## src/u8se_pkg.sv

```systemverilog
// u8se_pkg: shared types, constants and escape helpers for the utf-8 sanitizer
// used by u8se_front, u8se_queue, u8se_back and utf8_sanitize_escape
// no dependencies
package u8se_pkg;

  typedef logic [1:0] mode_t;
  localparam mode_t MODE_RAW  = 2'd0;
  localparam mode_t MODE_JSON = 2'd1;
  localparam mode_t MODE_HTML = 2'd2;

  localparam logic [7:0] REPL_B0 = 8'hEF;
  localparam logic [7:0] REPL_B1 = 8'hBF;
  localparam logic [7:0] REPL_B2 = 8'hBD;

  localparam logic [20:0] CP_MAX      = 21'h10FFFF;
  localparam logic [20:0] SURR_LO     = 21'h00D800;
  localparam logic [20:0] SURR_HI     = 21'h00DFFF;
  localparam logic [20:0] MIN_THREE   = 21'h000800;
  localparam logic [20:0] MIN_FOUR    = 21'h010000;
  localparam logic [7:0]  LEAD_MIN    = 8'hC2;
  localparam logic [7:0]  LEAD_MAX    = 8'hF4;

  typedef logic [5:0][7:0] str6_t;
  localparam str6_t ENT_AMP  = {"&amp;", 8'h00};
  localparam str6_t ENT_LT   = {"&lt;", 16'h0000};
  localparam str6_t ENT_GT   = {"&gt;", 16'h0000};
  localparam str6_t ENT_QUOT = "&quot;";
  localparam str6_t ENT_APOS = {"&#39;", 8'h00};

  // one decoded input word turned into output work
  typedef struct packed {
    logic [3:0][7:0] seq;       // tail bytes, entry 0 first
    logic [2:0]      seq_len;   // number of tail bytes
    logic [3:0]      repl3;     // replacement bytes ahead of the tail (3 per char)
    logic [3:0]      ntot;      // repl3 + seq_len
    logic            last_str;  // input word closed the string
  } cmd_t;

  typedef struct packed {
    logic full;
    logic empty;
  } q_stat_t;

  function automatic logic [7:0] repl_byte(input logic [1:0] pos);
    case (pos)
      2'd0:    repl_byte = REPL_B0;
      2'd1:    repl_byte = REPL_B1;
      default: repl_byte = REPL_B2;
    endcase
  endfunction

  function automatic logic [7:0] hex_digit(input logic [3:0] n);
    if (n < 4'd10) hex_digit = 8'h30 + {4'd0, n};
    else hex_digit = 8'h57 + {4'd0, n};
  endfunction

  function automatic logic [2:0] lead_length(input logic [7:0] c);
    if (c >= LEAD_MIN && c <= 8'hDF) lead_length = 3'd2;
    else if (c >= 8'hE0 && c <= 8'hEF) lead_length = 3'd3;
    else if (c >= 8'hF0 && c <= LEAD_MAX) lead_length = 3'd4;
    else lead_length = 3'd0;
  endfunction

  function automatic logic html_ctrl(input logic [7:0] b);
    html_ctrl = (b < 8'h20) && !(b inside {8'h09, 8'h0A, 8'h0D});
  endfunction

  // number of output bytes one cleaned byte expands to
  function automatic logic [2:0] esc_len(input logic [7:0] b, input mode_t mode);
    case (mode)
      MODE_JSON: begin
        if (b == "\"" || b == "\\") esc_len = 3'd2;
        else if (b < 8'h20) esc_len = 3'd6;
        else esc_len = 3'd1;
      end
      MODE_HTML: begin
        case (b)
          "&":     esc_len = 3'd5;
          "<":     esc_len = 3'd4;
          ">":     esc_len = 3'd4;
          "\"":    esc_len = 3'd6;
          "'":     esc_len = 3'd5;
          default: esc_len = html_ctrl(b) ? 3'd3 : 3'd1;
        endcase
      end
      default: esc_len = 3'd1;
    endcase
  endfunction

  // output byte at position idx of the expansion of b
  function automatic logic [7:0] esc_char(input logic [7:0] b, input mode_t mode,
                                          input logic [2:0] idx);
    case (mode)
      MODE_JSON: begin
        if (b == "\"" || b == "\\") esc_char = (idx == 3'd0) ? 8'h5C : b;
        else if (b < 8'h20) begin
          case (idx)
            3'd0:    esc_char = "\\";
            3'd1:    esc_char = "u";
            3'd2:    esc_char = "0";
            3'd3:    esc_char = "0";
            3'd4:    esc_char = hex_digit(b[7:4]);
            default: esc_char = hex_digit(b[3:0]);
          endcase
        end else esc_char = b;
      end
      MODE_HTML: begin
        case (b)
          "&":     esc_char = ENT_AMP[3'd5 - idx];
          "<":     esc_char = ENT_LT[3'd5 - idx];
          ">":     esc_char = ENT_GT[3'd5 - idx];
          "\"":    esc_char = ENT_QUOT[3'd5 - idx];
          "'":     esc_char = ENT_APOS[3'd5 - idx];
          default: esc_char = html_ctrl(b) ? repl_byte(idx[1:0]) : b;
        endcase
      end
      default: esc_char = b;
    endcase
  endfunction

endpackage

```

## src/u8se_front.sv

```systemverilog
// u8se_front: accepts input words, tracks the held utf-8 sequence, emits work commands
// depends on u8se_pkg
module u8se_front (
  input  logic            clk,
  input  logic            rst,
  input  logic            in_valid,
  output logic            in_ready,
  input  logic [7:0]      in_byte,
  input  logic            in_end,
  input  u8se_pkg::q_stat_t q_stat,
  output logic            push,
  output u8se_pkg::cmd_t  cmd
);
  import u8se_pkg::*;

  logic [7:0]  held_bytes [3];
  logic [1:0]  held_count;
  logic [2:0]  expected_length;
  logic [20:0] code_point_acc;

  logic        accept;
  logic        cont;
  logic        fresh;
  logic        hold_ext;
  logic        hold_new;
  logic        cp_ok;
  logic [20:0] acc_shift;
  logic [20:0] acc_lead;
  logic [2:0]  repl;
  logic [2:0]  lead_len;
  logic [2:0]  held_plus;
  logic [3:0]  repl3;

  assign in_ready = !q_stat.full;
  assign accept   = in_valid && in_ready;

  always_comb begin
    cont      = (in_byte[7:6] == 2'b10);
    acc_shift = {code_point_acc[14:0], in_byte[5:0]};
    held_plus = {1'b0, held_count} + 3'd1;
    cp_ok     = (acc_shift <= CP_MAX)
             && !(acc_shift >= SURR_LO && acc_shift <= SURR_HI)
             && !(expected_length == 3'd3 && acc_shift < MIN_THREE)
             && !(expected_length == 3'd4 && acc_shift < MIN_FOUR);
    lead_len  = lead_length(in_byte);
    fresh     = 1'b1;
    hold_ext  = 1'b0;
    hold_new  = 1'b0;
    repl      = 3'd0;
    cmd.seq   = {4{in_byte}};
    cmd.seq_len = 3'd0;
    if (held_count != 2'd0) begin
      if (cont) begin
        fresh = 1'b0;
        if (held_plus == expected_length) begin
          if (cp_ok) begin
            cmd.seq_len = held_plus;
            for (int i = 0; i < 3; i++) begin
              if (2'(i) < held_count) cmd.seq[i] = held_bytes[i];
            end
          end else begin
            repl = expected_length;
          end
        end else if (in_end || held_count == 2'd3) begin
          repl = held_plus;
        end else begin
          hold_ext = 1'b1;
        end
      end else begin
        repl = {1'b0, held_count};
      end
    end
    if (fresh) begin
      if (!in_byte[7]) cmd.seq_len = 3'd1;
      else if (lead_len == 3'd0 || in_end) repl = repl + 3'd1;
      else hold_new = 1'b1;
    end
    case (lead_len)
      3'd2:    acc_lead = {16'd0, in_byte[4:0]};
      3'd3:    acc_lead = {17'd0, in_byte[3:0]};
      default: acc_lead = {18'd0, in_byte[2:0]};
    endcase
    repl3        = {repl, 1'b0} + {1'b0, repl};
    cmd.repl3    = repl3;
    cmd.ntot     = repl3 + {1'b0, cmd.seq_len};
    cmd.last_str = in_end;
    push         = accept && (repl != 3'd0 || cmd.seq_len != 3'd0);
  end

  always_ff @(posedge clk) begin
    if (rst) begin
      held_count      <= 2'd0;
      expected_length <= 3'd0;
      code_point_acc  <= 21'd0;
    end else if (accept) begin
      if (hold_ext) begin
        held_count     <= held_count + 2'd1;
        code_point_acc <= acc_shift;
      end else if (hold_new) begin
        held_count      <= 2'd1;
        expected_length <= lead_len;
        code_point_acc  <= acc_lead;
      end else begin
        held_count      <= 2'd0;
        expected_length <= 3'd0;
        code_point_acc  <= 21'd0;
      end
    end
  end

  // held store has no reset, only entries below held_count are read
  always_ff @(posedge clk) begin
    if (accept) begin
      if (hold_ext) held_bytes[held_count] <= in_byte;
      else if (hold_new) held_bytes[0] <= in_byte;
    end
  end

endmodule

```

## src/u8se_queue.sv

```systemverilog
// u8se_queue: small fifo of work commands between front and back
// depends on u8se_pkg
module u8se_queue #(
  parameter int DEPTH = 4
) (
  input  logic              clk,
  input  logic              rst,
  input  logic              push,
  input  u8se_pkg::cmd_t    wr_cmd,
  input  logic              pop,
  output u8se_pkg::cmd_t    head,
  output u8se_pkg::q_stat_t stat
);
  import u8se_pkg::*;

  localparam int AW = $clog2(DEPTH);
  localparam int CW = $clog2(DEPTH + 1);

  cmd_t          entries [DEPTH];
  logic [AW-1:0] wr_ptr;
  logic [AW-1:0] rd_ptr;
  logic [CW-1:0] count;

  assign head       = entries[rd_ptr];
  assign stat.full  = (count == CW'(DEPTH));
  assign stat.empty = (count == '0);

  always_ff @(posedge clk) begin
    if (rst) begin
      wr_ptr <= '0;
      rd_ptr <= '0;
      count  <= '0;
    end else begin
      if (push) wr_ptr <= (wr_ptr == AW'(DEPTH - 1)) ? '0 : wr_ptr + 1'b1;
      if (pop) rd_ptr <= (rd_ptr == AW'(DEPTH - 1)) ? '0 : rd_ptr + 1'b1;
      if (push && !pop) count <= count + 1'b1;
      else if (pop && !push) count <= count - 1'b1;
    end
  end

  always_ff @(posedge clk) begin
    if (push) entries[wr_ptr] <= wr_cmd;
  end

endmodule

```

## src/u8se_back.sv

```systemverilog
// u8se_back: expands the head command into escaped output words, one per cycle while m_tready does not stall it
// depends on u8se_pkg
module u8se_back (
  input  logic                clk,
  input  logic                rst,
  input  u8se_pkg::mode_t     mode,
  input  u8se_pkg::cmd_t      head,
  input  u8se_pkg::q_stat_t   q_stat,
  output logic                pop,
  output logic                m_tvalid,
  input  logic                m_tready,
  output logic [7:0]          m_tdata,
  output logic                m_tlast,
  output logic                m_tuser
);
  import u8se_pkg::*;

  logic [3:0] cidx;
  logic [1:0] rphase;
  logic [2:0] eidx;

  logic       step;
  logic       in_repl;
  logic [3:0] tdiff;
  logic [7:0] cbyte;
  logic [2:0] elen;
  logic       last_c;
  logic       last_all;

  always_comb begin
    step     = !q_stat.empty && (!m_tvalid || m_tready);
    in_repl  = (cidx < head.repl3);
    tdiff    = cidx - head.repl3;
    cbyte    = in_repl ? repl_byte(rphase) : head.seq[tdiff[1:0]];
    elen     = esc_len(cbyte, mode);
    last_c   = (eidx == elen - 3'd1);
    last_all = last_c && (cidx == head.ntot - 4'd1);
    pop      = step && last_all;
  end

  always_ff @(posedge clk) begin
    if (rst) begin
      m_tvalid <= 1'b0;
      cidx     <= 4'd0;
      rphase   <= 2'd0;
      eidx     <= 3'd0;
    end else if (step) begin
      m_tvalid <= 1'b1;
      if (last_all) begin
        cidx   <= 4'd0;
        rphase <= 2'd0;
        eidx   <= 3'd0;
      end else if (last_c) begin
        eidx <= 3'd0;
        cidx <= cidx + 4'd1;
        if (in_repl) rphase <= (rphase == 2'd2) ? 2'd0 : rphase + 2'd1;
      end else begin
        eidx <= eidx + 3'd1;
      end
    end else if (m_tready) begin
      m_tvalid <= 1'b0;
    end
  end

  always_ff @(posedge clk) begin
    if (step) begin
      m_tdata <= esc_char(cbyte, mode, eidx);
      m_tlast <= last_all;
      m_tuser <= last_all && head.last_str;
    end
  end

endmodule

```

## src/utf8_sanitize_escape.sv

```systemverilog
// utf8_sanitize_escape: top level of the utf-8 sanitizer with json/html escaping
// depends on u8se_pkg, u8se_front, u8se_queue, u8se_back
//
// usage:
//   s_* carries raw string bytes; s_tlast marks the final byte of a string.
//   m_* carries cleaned and escaped output words; m_tlast marks the last word
//   caused by one input word, m_tuser the last word of the whole string.
//   cfg_we/cfg_wdata write escape_mode (0 raw, 1 json, 2 html, 3 acts as raw);
//   write it only while the block is idle.
// timing:
//   the front decodes one input word per cycle and pushes a command into a
//   QUEUE_DEPTH-entry fifo; s_tready drops only while that fifo is full.
//   the back turns the head command into output words at one per cycle while
//   m_tready does not stall it; an input word expands to n output words (n is 0
//   to 15). the first output word of an input is registered in the fifo and then
//   in the output register.
//   a byte that only extends a held sequence produces no output.
// reset and stall:
//   rst (synchronous) empties the fifo, drops the held sequence and sets raw
//   mode. when m_tready is low the output word holds, the back stops, and the
//   front keeps taking input until the fifo fills.
module utf8_sanitize_escape #(
  parameter int QUEUE_DEPTH = 4
) (
  input  logic                 clk,
  input  logic                 rst,
  input  logic                 cfg_we,
  input  u8se_pkg::mode_t      cfg_wdata,
  input  logic                 s_tvalid,
  output logic                 s_tready,
  input  logic [7:0]           s_tdata,   // in_byte[7:0]
  input  logic                 s_tlast,   // in_end
  output logic                 m_tvalid,
  input  logic                 m_tready,
  output logic [7:0]           m_tdata,   // out_byte[7:0]
  output logic                 m_tlast,   // run_last
  output logic                 m_tuser    // string_done
);
  import u8se_pkg::*;

  mode_t   escape_mode;
  cmd_t    f_cmd;
  cmd_t    q_head;
  q_stat_t q_stat;
  logic    q_push;
  logic    q_pop;

  // mode register; the user must write it only while idle, the block does not enforce it
  always_ff @(posedge clk) begin
    if (rst) escape_mode <= MODE_RAW;
    else if (cfg_we) escape_mode <= cfg_wdata;
  end

  // front: utf-8 decode and hold
  u8se_front u_front (
    .clk      (clk),
    .rst      (rst),
    .in_valid (s_tvalid),
    .in_ready (s_tready),
    .in_byte  (s_tdata),
    .in_end   (s_tlast),
    .q_stat   (q_stat),
    .push     (q_push),
    .cmd      (f_cmd)
  );

  // decoupling fifo
  u8se_queue #(
    .DEPTH (QUEUE_DEPTH)
  ) u_queue (
    .clk    (clk),
    .rst    (rst),
    .push   (q_push),
    .wr_cmd (f_cmd),
    .pop    (q_pop),
    .head   (q_head),
    .stat   (q_stat)
  );

  // back: escaping and output register
  u8se_back u_back (
    .clk      (clk),
    .rst      (rst),
    .mode     (escape_mode),
    .head     (q_head),
    .q_stat   (q_stat),
    .pop      (q_pop),
    .m_tvalid (m_tvalid),
    .m_tready (m_tready),
    .m_tdata  (m_tdata),
    .m_tlast  (m_tlast),
    .m_tuser  (m_tuser)
  );

  // fifo flags never both set
  a_flags_sane: assert property (@(posedge clk) disable iff (rst)
    !(q_stat.full && q_stat.empty))
    else $error("fifo reports full and empty together");

  // front never pushes into a full fifo
  a_no_overflow: assert property (@(posedge clk) disable iff (rst)
    q_push |-> !q_stat.full)
    else $error("push into full fifo");

  // end of string always closes a run
  a_done_is_last: assert property (@(posedge clk) disable iff (rst)
    (m_tvalid && m_tuser) |-> m_tlast)
    else $error("string_done without run_last");

  // output is empty after reset
  a_reset_clears: assert property (@(posedge clk)
    rst |=> !m_tvalid)
    else $error("output valid right after reset");

endmodule
```

## config.mk

```make
export PLATFORM = sky130hd
export DESIGN_NAME = utf8_sanitize_escape
export DESIGN_NICKNAME = d
export VERILOG_FILES = /design/src/u8se_pkg.sv /design/src/u8se_front.sv /design/src/u8se_queue.sv /design/src/u8se_back.sv /design/src/utf8_sanitize_escape.sv
export SDC_FILE = /design/constraint.sdc
export NUM_CORES = 1
export LEC_CHECK = 0
export CELL_PAD_IN_SITES_DETAIL_PLACEMENT = 1
export CELL_PAD_IN_SITES_GLOBAL_PLACEMENT = 2
export CORE_MARGIN = 4
export CORE_UTILIZATION = 46
export CTS_CLUSTER_DIAMETER = 150
export DETAILED_ROUTE_END_ITERATION = 12
export DONT_BUFFER_PORTS = 1
export GPL_ROUTABILITY_DRIVEN = 0
export PLACE_DENSITY_LB_ADDON = 0.08
export REMOVE_ABC_BUFFERS = 1
export SLEW_MARGIN = 20
export SYNTH_ARGS = -nofsm -noshare
export SYNTH_HDL_FRONTEND = slang
export SYNTH_SLANG_ARGS = --single-unit
```

## constraint.sdc

```tcl
create_clock -name clk -period 9.56 [get_ports clk]
set_input_delay 1.434 -clock clk [delete_from_list [all_inputs] [get_ports clk]]
set_output_delay 1.434 -clock clk [all_outputs]
set_load 0.05 [all_outputs]
```

# Yosys cells after proc, flatten, opt, wreduce, memory -nomap -nowiden
# Memories as Yosys holds them, arrays and structs flattened. A register that Yosys moved wholly into a read port is not among the register bits.
# Index checks and enable logic that the tools add are counted.
[word_totals]
mem_bits_ro = 320
input_bits = 16
regBits = 49
n_memories = 7
mem_bits_rw = 200
[mem_list]
columns = ["name", "depth", "word_bits", "rd", "rd_ports_with_merged_regs", "write_ports", "line", "text"]
rows = [
  ["u_queue.entries", 4, 44, 1, 1, 1, "u8se_queue.sv:19", "cmd_t entries [DEPTH];"],
  ["(name not given)", 8, 8, 1, 0, 0, "u8se_pkg.sv:110", "\"<\": esc_char = ENT_LT[3'd5 - idx];"],
  ["(name not given)", 8, 8, 1, 0, 0, "u8se_pkg.sv:109", "\"&\": esc_char = ENT_AMP[3'd5 - idx];"],
  ["(name not given)", 8, 8, 1, 0, 0, "u8se_pkg.sv:111", "\">\": esc_char = ENT_GT[3'd5 - idx];"],
  ["(name not given)", 8, 8, 1, 0, 0, "u8se_pkg.sv:112", "\"\\\"\": esc_char = ENT_QUOT[3'd5 - idx];"],
  ["(name not given)", 8, 8, 1, 0, 0, "u8se_pkg.sv:113", "\"'\": esc_char = ENT_APOS[3'd5 - idx];"],
  ["1 more memories", "n/a", "n/a", "n/a", "n/a", "n/a", "n/a", ""],
]
[classes]
add_sub_neg = 20
n_mux = 87
magnitude_cmp = 20
n_eq_ne = 30
bitwise_logic = 1
reduce_logical = 52
[ops]
columns = ["cell", "count"]
rows = [
  ["8-bit 2-to-1 mux", 17],
  ["27-bit 2-to-1 mux", 4],
  ["3-bit 2-to-1 mux", 20],
  ["8-bit by 6-bit equality test with 1-bit output (second input constant)", 5],
  ["8-bit case mux with 5 select lines", 1],
  ["8-bit case mux with 4 select lines", 1],
  ["7-bit case mux with 2 select lines", 2],
  ["8-bit by 4-bit equality test with 1-bit output (second input constant)", 3],
  ["8-bit >= comparator (second input constant)", 3],
  ["8-bit <= comparator (second input constant)", 3],
  ["1-bit 2-to-1 mux", 22],
  ["2-bit 2-to-1 mux", 11],
  ["21-bit by 16-bit >= comparator with 1-bit output (second input constant)", 1],
  ["21-bit by 16-bit <= comparator with 1-bit output (second input constant)", 1],
  ["21-bit <= comparator (second input constant)", 1],
  ["21-bit by 12-bit less-than comparator with 1-bit output (second input constant)", 1],
  ["21-bit by 17-bit less-than comparator with 1-bit output (second input constant)", 1],
  ["1-bit logical AND", 18],
  ["7-bit by 4-bit adder with 8-bit output (first input constant)", 2],
  ["8-bit binary-select mux with 2-bit select", 1],
  ["8-bit case mux with 2 select lines", 1],
  ["3-bit by 2-bit equality test with 1-bit output (second input constant)", 5],
  ["15-bit 2-to-1 mux", 1],
  ["6-bit by 4-bit adder with 7-bit output (first input constant)", 2],
  ["39 further kinds", 83],
]

# Logic depth before layout (Yosys ltp)
# Gate-level depths: netlist (run 1).
[depth]
word_depth = 21
ltp_mapped = 37
depth_no_buf = 32

# Hierarchy
# From an unflattened synthesis (run 1), not the netlist that was laid out.
[hier_totals]
cells_unflattened = 841
hier_area_um2 = 12130.4
[modules_own_cells]
columns = ["mod", "seq_area_each_um2", "cells_per_inst", "area_per_inst_um2", "n_inst"]
rows = [
  ["u8se_queue", 5465.2, 274, 6847.8, 1],
  ["u8se_front", 1121.1, 249, 2648.8, 1],
  ["u8se_back", 500.5, 312, 2566.2, 1],
  ["utf8_sanitize_escape", 40.0, 6, 67.6, 1],
]

# Worst setup path after synthesis (run 1)
# OpenSTA, ideal clock, no wires.
[synth_timing]
kind = "flip-flop to flip-flop"
start = "reg (tool-made name)"
end = "reg u_queue.count[2]"
arrival_ns = 7.120
setup_slack_ns = 2.370
path_stages_with_launch = 37
path_buffers = 6
path_cell_list = "dfxtp_1 buf_2 buf_6 buf_4 buf_2 mux4_2 ha_1 inv_1 fa_1 buf_2 buf_2 mux4_2 nor2_1 a21oi_1 inv_1 ha_1 inv_1 nand2_1 a32o_1 nand2_1 inv_1 o21ai_0 o2bb2ai_1 nand2_1 ha_1 xor2_1 xnor2_1 a31oi_1 a211o_1 and3_1 inv_1 ha_1 inv_1 fa_1 xor2_1 or3_1 a21oi_1"
[synth_lines]
columns = ["element", "line", "text"]
rows = [
  ["to (signal assigned)", "u8se_queue.sv:36", "if (push && !pop) count <= count + 1'b1;"],
  ["to (signal assigned)", "u8se_queue.sv:37", "else if (pop && !push) count <= count - 1'b1;"],
  ["to (decl)", "u8se_queue.sv:22", "logic [CW-1:0] count;"],
]

==> results of run 1 <==
## logic make-up (layout without fill, tap and decap cells)
family / after synthesis / after routing / share of synthesized area (%)
xor+xnor: 16 / 16 / 1.22
flops: 239 / 239 / 58.7
mux: 77 / 77 / 12.1
compound gates: 168 / 168 / 10.0
fa+ha+maj: 46 / 46 / 5.25
simple gates: 215 / 215 / 9.52
buf+inv: 82 / 100 / 3.15
## cell type report
type,instances,share of cell area (%)
Sequential cell,239,53.0
Timing Repair Buffer,10,0.588
Clock buffer,33,5.54
Multi-Input combinational cell,522,34.7
Inverter,43,1.26
Clock inverter,14,1.75
Tap cell,324,3.17
## critical path, delay by kind of cell (launching register included)
family,cells,cell delay (ns)
AOI/OAI and AO/OA,7,1.77
adders and majority gates,6,1.67
and+or+nand+nor,6,1.09
buffers and inverters,7,0.95
muxes,2,0.93
xor gates and xnor gates,3,0.63
DFF,1,0.54
## state kept, by name, summed over array words and instances (netlist names), 3 cells and up, named ones only
register	cells
u_front.code_point_acc	15
u_back.m_tdata	8
u_front.expected_length	3
u_queue.entries	164
u_back.eidx	3
u_back.cidx	4
u_front.held_bytes	24
u_queue.count	3
## worst paths after layout
path	from	end	slack [ns]	cells past startpoint
worst max-delay path	flop	u_queue.count[2]	1.90	31
worst min-delay path	u_front.code_point_acc[11]	u_front.code_point_acc[11]	0.46	2
worst max register to register	flop	u_queue.count[2]	1.90	31
worst min register to register	u_front.code_point_acc[11]	u_front.code_point_acc[11]	0.46	2
## metal layers
metal | vias up | part of all wire [%] | global-route usage [%]
met5 | - | 0 | 0
met4 | 0 | 2.6 | 6.05
met1 | 3691 | 44 | 27.5
met2 | 160 | 49 | 34.3
met3 | 53 | 4.0 | 3.26
li1 | 3260 | - | -
## power by group through the flow
stage                     Sequential, mW  Combinational, mW  Clock (mW)
after floorplan                     1.38              0.557           0
after global placement              1.39              0.756           0
after detailed placement            1.40              0.777           0
after CTS                           1.38              0.785        1.10
after global routing                1.38              0.854        1.15
final                               1.37              0.777        1.08
## stage by stage
stage | hold WS (ns) | cells
2_1_floorplan | 0.425 | 804
3_3_place_gp | 0.437 | 1138
3_5_place_dp | 0.446 | 1138
4_1_cts | 0.455 | 1185
5_1_grt | 0.467 | 1185
6_report | 0.456 | 1185
## cells in the final DEF (no fill, tap or decap), types with 9 or more instances in the layout
| master | count |
|---|---|
| ha_1 | 42 |
| inv_1 | 42 |
| mux4_2 | 39 |
| and2_1 | 9 |
| o211ai_1 | 9 |
| and3_1 | 12 |
| nor2_1 | 51 |
| edfxtp_1 | 198 |
| dfxtp_1 | 39 |
| buf_4 | 10 |
| o21ai_0 | 29 |
| nand3_1 | 30 |
| a22oi_1 | 9 |
| a21oi_1 | 43 |
| clkbuf_16 | 27 |
| mux2i_1 | 9 |
| nand2_1 | 51 |
| nor3_1 | 13 |
| mux2_2 | 22 |
| xor2_1 | 9 |
==> flow_summary.json, run 1 <==
{
  "grt_use_total_pct": 20.4,
  "cts_tree": "built",
  "fin_crit_sh_pct": 80.1,
  "cts_sinks": 239,
  "setup_viol": 0,
  "fin_ws_ns": 1.90,
  "critPathLaunchType": "flop",
  "place_area_um2": 11800,
  "period_needed_ns": 7.66,
  "row_count": 57,
  "intPower_mw": 2.24,
  "required_ns": 10.02,
  "die_x_um": 166,
  "ys.flop_type": "edfxtp_1",
  "status": "finished clean",
  "leakage_nw": 4.43,
  "cap_violations": 0,
  "post_cts_buffers": 0,
  "multi_input_area_um2": 4430,
  "p_clk_share_pct": 33.3,
  "synth_top_area_share_pct": 51.6,
  "drt-total-wl_mm": 28.0,
  "grt_pass1_vias": 7622,
  "p_seq_share_pct": 42.6,
  "ant_nets": 0,
  "clk_latency_ns": 0.53,
  "synth.most_common_cell": "edfxtp_1",
  "powerDensity_nw_per_um2": 253,
  "ys_async_sr_fraction_pct": 0,
  "postSynthAreaPerCell_um2": 13.7,
  "max-slew-margin-rel_pct": 31.0,
  "slowest_delay_ns": 0.56,
  "hold_viol": 0,
  "fin_worst_skew_ns": 0.0181,
  "grt_max_degree": 42,
  "ff_latch_area_um2": 6770,
  "crit_top_cell": "inv_1",
  "cts_resized": 0,
  "postLayoutCellArea_um2": 12800,
  "grt_pass1_wl_mm": 44.6,
  "cts_hold_buf": 0,
  "synth_area_um2": 11500,
  "portBuffers": 0,
  "clk_pin_slew_ns": 0.06,
  "yosysTopAreaCell": "edfxtp_1",
  "dieArea_um2": 27700,
  "hold_class": "flop to flop",
  "comb_power_share_pct": 24.1,
  "rsz0062_at_grt": "no",
  "cp.arrival_ns": 8.12,
  "path_class": "flop to flop",
  "hpwl_mm": 19.0,
  "io_pins": 28,
  "h-tree-depth": 1,
  "start_util_pct": 47.1,
  "critPathMaxFanout": 26,
  "power_mw": 3.23,
  "final_core_util_pct": 52.2,
  "worst_setup_path_end_kind": "flop",
  "fin_nets": 904,
  "p_sw_mw": 0.982,
  "max_freq_mhz": 131,
  "drv_slew": 0,
  "yosys-top-cells-area": "edfxtp_1 (52%), mux4_2 (7.6%), dfxtp_1 (7.1%), ha_1 (4.6%), mux2_2 (2.1%)",
  "wl_per_cell_um": 23.6,
  "layout-drive-gt1-share_pct": 15.8,
  "clock_path_buffers": 3,
  "synth_edf_count": 198,
  "routed-via-count": 7164,
  "netSwitchingFraction_pct": 30.4,
  "synth_cell_type_count": 77,
  "cts_inserted_buffers": 26,
  "pre_cts_slack_ns": 1.94,
  "area_growth_pct": 10.8,
  "yosys_warnings": 0,
  "synth-seq-cells": 239,
  "antenna_found_initial": 0,
  "die_h_um": 166,
  "setup_tns_ns": 0,
  "diodes": 0,
  "overflow": 0,
  "cp_slowest_cell": "a21oi_1",
  "ir_drop_mv": 0.197,
  "route.detailed.drc": 0,
  "core_area_um2": 24500,
  "synth_cells": 843,
  "drtIter0Drc": 421,
  "dr.pass1.iters": 4,
  "vias_per_cell": 6.05,
  "cts_root_buf": "clkbuf_16",
  "yosysSeqAreaShare_pct": 58.7,
  "synth_commonest_cells": "edfxtp_1 (198), nand2_1 (51), nor2_1 (51)",
  "fillers": 2454,
  "worst_pin_slew_ns": 1.03
}
Note: power is estimated with default switching activity, not from simulation.
==> run 2: changes to the inputs <==
Settings changed: ABC_AREA from default to 1, CORE_UTILIZATION 46 to 38.
Clock period 9.56 ns to 6.75 ns, I/O delays scaled along.
==> flow_summary.json, run 2 <==
{
  "status": "finished clean",
  "cts_root_buf": "clkbuf_16",
  "ys.flop_type": "edfxtp_1",
  "fillers": 3411,
  "max_freq_mhz": 166,
  "fin_nets": 1270,
  "worst_pin_slew_ns": 1.07,
  "synth_top_area_share_pct": 50.6,
  "max-slew-margin-rel_pct": 28.1,
  "die_x_um": 184,
  "top_layer_used": "met4",
  "drtIter0Drc": 552,
  "io_pins": 28,
  "cap_violations": 0,
  "grt_pass1_vias": 8880,
  "final_cell_mix": "nand2_1 (230), edfxtp_1 (198), inv_1 (133)",
  "yosysSeqAreaShare_pct": 57.6,
  "antenna_found_initial": 0,
  "wl_met3_um": 987,
  "fin_crit_sh_pct": 89.0,
  "yosys_warnings": 0,
  "synth_edf_count": 198,
  "reg.largest.list": "u_queue.entries: 164 flops, u_front.held_bytes: 24 flops, u_front.code_point_acc: 15 flops",
  "m1WireLength_mm": 15.1,
  "worst_setup_path_end_kind": "flop",
  "crit_top_cell": "inv_1",
  "endpoint": "u_queue.count[2]",
  "route.detailed.drc": 0,
  "h-tree-depth": 1,
  "die_h_um": 184,
  "portBuffers": 0,
  "setup_viol": 0,
  "synth_cells": 1198,
  "ant_nets": 0,
  "fin_worst_skew_ns": 0.0403,
  "path_class": "flop to flop",
  "synth_area_um2": 11700,
  "r2r_slack_ns": 0.74,
  "reg2reg_to": "u_queue.count[2]",
  "dieArea_um2": 33800,
  "start_util_pct": 38.5,
  "row_count": 64,
  "area_growth_pct": 12.1,
  "ys_async_sr_fraction_pct": 0,
  "ir_drop_mv": 0.160,
  "layout-drive-gt1-share_pct": 9.04,
  "place_area_um2": 12200,
  "largest_register": "u_queue.entries",
  "pre_cts_slack_ns": 0.302,
  "cts_sinks": 239,
  "fin_ws_ns": 0.742,
  "core_area_um2": 30500,
  "final_common_cell": "nand2_1",
  "yosys-top-cells-area": "edfxtp_1 (51%), nand2_1 (7.4%), dfxtp_1 (7.0%), ha_1 (4.5%), inv_1 (4.3%)",
  "cts_hold_buf": 0,
  "powerDensity_nw_per_um2": 337,
  "dr.pass1.iters": 5,
  "vias_per_cell": 5.24,
  "drt-total-wl_mm": 33.0,
  "overflow": 0,
  "postSynthAreaPerCell_um2": 9.80,
  "synth.most_common_cell": "nand2_1",
  "wl_met2_mm": 16.4,
  "power_mw": 4.44,
  "drv_slew": 0,
  "reg2regPathDepth": 33,
  "synth_cell_type_count": 47,
  "hold_class": "flop to flop",
  "grt_max_degree": 67,
  "rsz0062_at_grt": "no",
  "required_ns": 7.17,
  "leakage_nw": 5.16,
  "synth-seq-cells": 239,
  "grt_use_total_pct": 19.9,
  "largest_reg_flops": 164,
  "clk_latency_ns": 0.57,
  "cts_tree": "built",
  "wl_per_cell_um": 20.3,
  "hold_viol": 0,
  "synth_commonest_cells": "nand2_1 (230), edfxtp_1 (198), inv_1 (133)",
  "postLayoutCellArea_um2": 13200,
  "cp_slowest_cell": "fa_1",
  "routed-via-count": 8508,
  "clk_pin_slew_ns": 0.06,
  "cts_inserted_buffers": 28,
  "yosysTopAreaCell": "edfxtp_1",
  "slowest_delay_ns": 0.39,
  "hpwl_mm": 22.8,
  "cp.arrival_ns": 6.43,
  "period_needed_ns": 6.01,
  "critPathLaunchType": "flop",
  "critPathMaxFanout": 11,
  "grt_pass1_wl_mm": 52.3,
  "clock_path_buffers": 3
}
run 2: cell types whose count changed in the layout (fill, tap and decap cells not counted), sizes merged, moves of 12 or more:
cell   before  now
nand2      51  236
inv        44  135
nor2       53  136
nand3      30  104
mux4       46    0
o21ai      31   75
and2       13    0
and3       13    0
buf        10   22
run 2: worst min path at each step:
stage               depth (start not counted)                      start  slack (ns)                         to
global placement                            2  u_front.code_point_acc[0]        0.45  u_front.code_point_acc[0]
floorplan                                   2  u_front.code_point_acc[0]        0.44  u_front.code_point_acc[0]
finish                                      2  u_front.code_point_acc[2]        0.46  u_front.code_point_acc[2]
CTS                                         2  u_front.code_point_acc[0]        0.46  u_front.code_point_acc[0]
detailed placement                          2  u_front.code_point_acc[0]        0.46  u_front.code_point_acc[0]
global route                                2  u_front.code_point_acc[4]        0.49  u_front.code_point_acc[4]
run 2: report_power, final:
part / internal [mW] / total (mW) / switching (mW) / leakage [nW]
Combinational: 0.320 / 1.10 / 0.777 / 2.58
Sequential: 1.75 / 1.90 / 0.151 / 2.14
Clock: 0.843 / 1.44 / 0.598 / 0.441
run 2: cell families after synthesis:
kind of cell | after synthesis | share of synthesized area, %
flops | 239 | 57.6
buf+inv | 178 | 6.09
mux | 14 | 1.34
compound gates | 201 | 10.2
xor+xnor | 17 | 1.27
simple gates | 503 | 18.3
fa+ha+maj | 46 | 5.16
run 2: layout make-up:
| type | count | area [µm²] | area share (%) |
|---|---|---|---|
| flip-flops and latches | 239 | 6770 | 51.4 |
| diodes | 1 | 2.50 | 0.0190 |
| clock buffers | 40 | 816 | 6.20 |
| well taps | 396 | 495 | 3.76 |
| clock inverters | 10 | 78.8 | 0.599 |
| multi-input cells | 781 | 4320 | 32.8 |
| repair buffers | 22 | 165 | 1.25 |
| inverters | 136 | 514 | 3.91 |
run 2: through the flow:
stage          utilization, %  std cells  hold WS, ns  setup TNS [ns]
6_report                 43.1       1625        0.461               0
5_1_grt                  43.1       1624        0.487               0
4_1_cts                  43.0       1624        0.464               0
3_5_place_dp             40.1       1574        0.455               0
3_3_place_gp             40.1       1574        0.449               0
2_1_floorplan               -       1156        0.439           -1.38
run 2: routing by layer:
layer / global-route usage [%] / vias up
met4: 3.61 / 0
met3: 2.61 / 35
met5: 0 / -
met1: 27.0 / 4236
li1: - / 4141
met2: 34.7 / 96
run 2: critical path, delay by kind of cell, from the launching register on:
kind	cells	cell delay, ns
flip-flops	1	0.33
adder cells (fa/ha/maj)	5	1.29
AND/OR/NAND/NOR	7	0.93
AO/OA/AOI/OAI	11	1.89
buffers and inverters	9	1.24
XOR/XNOR	1	0.19
run 2: what timing repair did:
action / in CTS / in global routing
resized for setup: 0 / 6
endpoints found under the hold margin: 0 / 0
setup buffers: 0 / 0
endpoints found under the setup margin: 0 / 2
==> run 3: changes to the inputs <==
Settings changed: SYNTH_HIERARCHICAL from default to 1.
==> flow_summary.json, run 3 <==
{
  "slowest_delay_ns": 0.57,
  "critPathMaxFanout": 20,
  "powerDensity_nw_per_um2": 313,
  "fin_nets": 1296,
  "wl_per_cell_um": 19.5,
  "clock_path_buffers": 3,
  "row_count": 64,
  "postSynthAreaPerCell_um2": 9.62,
  "hold_slack_ns": 0.464,
  "cts_root_buf": "clkbuf_16",
  "status": "finished clean",
  "cts_sinks": 239,
  "fillers": 3481,
  "diodes": 0,
  "grt_pass1_vias": 9113,
  "dr.pass1.iters": 5,
  "cts_hold_buf": 0,
  "grt_max_degree": 65,
  "portBuffers": 0,
  "cp.arrival_ns": 6.46,
  "synth_area_um2": 12100,
  "antenna_found_initial": 0,
  "worstHoldPathCells": 2,
  "final_common_cell": "nand2_1",
  "vias_per_cell": 5.28,
  "reg.largest.list": "u_queue/entries: 164 flops, u_front/held_bytes: 24 flops, u_front/code_point_acc: 15 flops",
  "leakage_nw": 5.16,
  "largest_reg_flops": 164,
  "ir_drop_mv": 0.176,
  "start_util_pct": 39.0,
  "holdCritStartpoint": "u_front/code_point_acc[3]",
  "die_x_um": 186,
  "rsz0062_at_grt": "no",
  "cp_slowest_cell": "dfxtp_2",
  "reg2regPathDepth": 35,
  "path_class": "flop to flop",
  "drtIter0Drc": 433,
  "cts_resized": 0,
  "setup_viol": 0,
  "hold_class": "flop to flop",
  "yosys_warnings": 6,
  "hold_viol": 0,
  "max_freq_mhz": 166,
  "p_sw_mw": 1.26,
  "synth_cells": 1252,
  "area_growth_pct": 9.61,
  "overflow": 0,
  "drv_slew": 0,
  "fin_worst_skew_ns": 0.0116,
  "period_needed_ns": 6.02,
  "p_seq_share_pct": 44.1,
  "route.detailed.drc": 0,
  "p_clk_share_pct": 36.5,
  "netSwitchingFraction_pct": 30.4,
  "r2r_slack_ns": 0.73,
  "reg2reg_to": "u_queue/count[1]",
  "worst_setup_path_end_kind": "flop",
  "clk_latency_ns": 0.54,
  "h-tree-depth": 1,
  "die_h_um": 186,
  "crit_top_cell": "inv_1",
  "post_cts_buffers": 0,
  "dieArea_um2": 34600,
  "cts_inserted_buffers": 28,
  "worst_pin_slew_ns": 0.920,
  "fin_crit_sh_pct": 89.2,
  "clk_pin_slew_ns": 0.06,
  "comb_power_share_pct": 19.4,
  "cts_tree": "built",
  "grt_pass1_wl_mm": 51.8,
  "grt_use_total_pct": 19.0,
  "drt-total-wl_mm": 32.3,
  "routed-via-count": 8735,
  "final_cell_mix": "nand2_1 (224), edfxtp_1 (198), nor2_1 (165)",
  "largest_register": "u_queue/entries",
  "layout-drive-gt1-share_pct": 10.4,
  "intPower_mw": 2.88,
  "required_ns": 7.18,
  "io_pins": 28,
  "cap_violations": 0,
  "setup_tns_ns": 0,
  "critPathLaunchType": "flop",
  "core_area_um2": 30900,
  "whs_endpoint": "u_front/code_point_acc[3]",
  "ant_nets": 0,
  "hpwl_mm": 22.4,
  "max-slew-margin-rel_pct": 38.6
}
-- run 3: critical path, delay by kind of cell (launching register included) --
| kind | cells | cell delay [ns] |
|---|---|---|
| simple gates | 16 | 1.78 |
| buf+inv | 8 | 0.84 |
| xor+xnor | 1 | 0.17 |
| fa+ha+maj | 6 | 1.74 |
| compound gates | 4 | 0.79 |
| flops | 1 | 0.57 |
-- run 3: worst max path at each step --
stage	to	slack [ns]	cells after the start
final	u_queue/count[1]	0.73	35
after floorplan	u_queue/count[1]	0.04	37
after detailed placement	u_queue/count[1]	0.72	35
after global routing	u_queue/count[1]	0.05	35
after global placement	u_queue/count[1]	0.85	35
after CTS	u_queue/count[1]	0.69	35
-- run 3: per-stage QoR --
step	cells	utilization [%]	worst slack (ns)	power (mW)	area [µm²]
3_3_place_gp	1607	39.8	0.852	2.66	12300
3_5_place_dp	1607	39.8	0.721	2.67	12300
2_1_floorplan	1198	-	0.0417	2.41	11700
6_report	1655	42.7	0.726	4.14	13200
4_1_cts	1655	42.7	0.687	4.19	13200
5_1_grt	1655	42.7	0.0487	4.37	13200
-- run 3: power by group through the flow --
stage	Sequential, mW	Clock, mW	Combinational, mW
global route	1.84	1.62	0.907
floorplan	1.85	0	0.559
CTS	1.83	1.55	0.811
finish	1.83	1.51	0.802
detailed placement	1.86	0	0.808
global placement	1.85	0	0.807
-- run 3: cell type report --
type                            instances  area [µm²]  area share (%)
Clock buffer                           38         759            5.75
Clock inverter                         10         156            1.18
Inverter                              142         543            4.11
Multi-Input combinational cell        817        4390            33.2
Sequential cell                       239        6770            51.2
Tap cell                              396         495            3.75
Timing Repair Buffer                   13        97.6           0.739
-- run 3: routing by layer --
layer | global-route usage [%] | up-vias | part of all wire [%] | wire length (µm)
li1 | - | 4247 | - | -
met3 | 2.42 | 35 | 3.1 | 987
met1 | 27.1 | 4332 | 48 | 15600
met5 | 0 | - | 0 | 0
met2 | 31.7 | 121 | 47 | 15100
met4 | 3.38 | 0 | 1.6 | 514
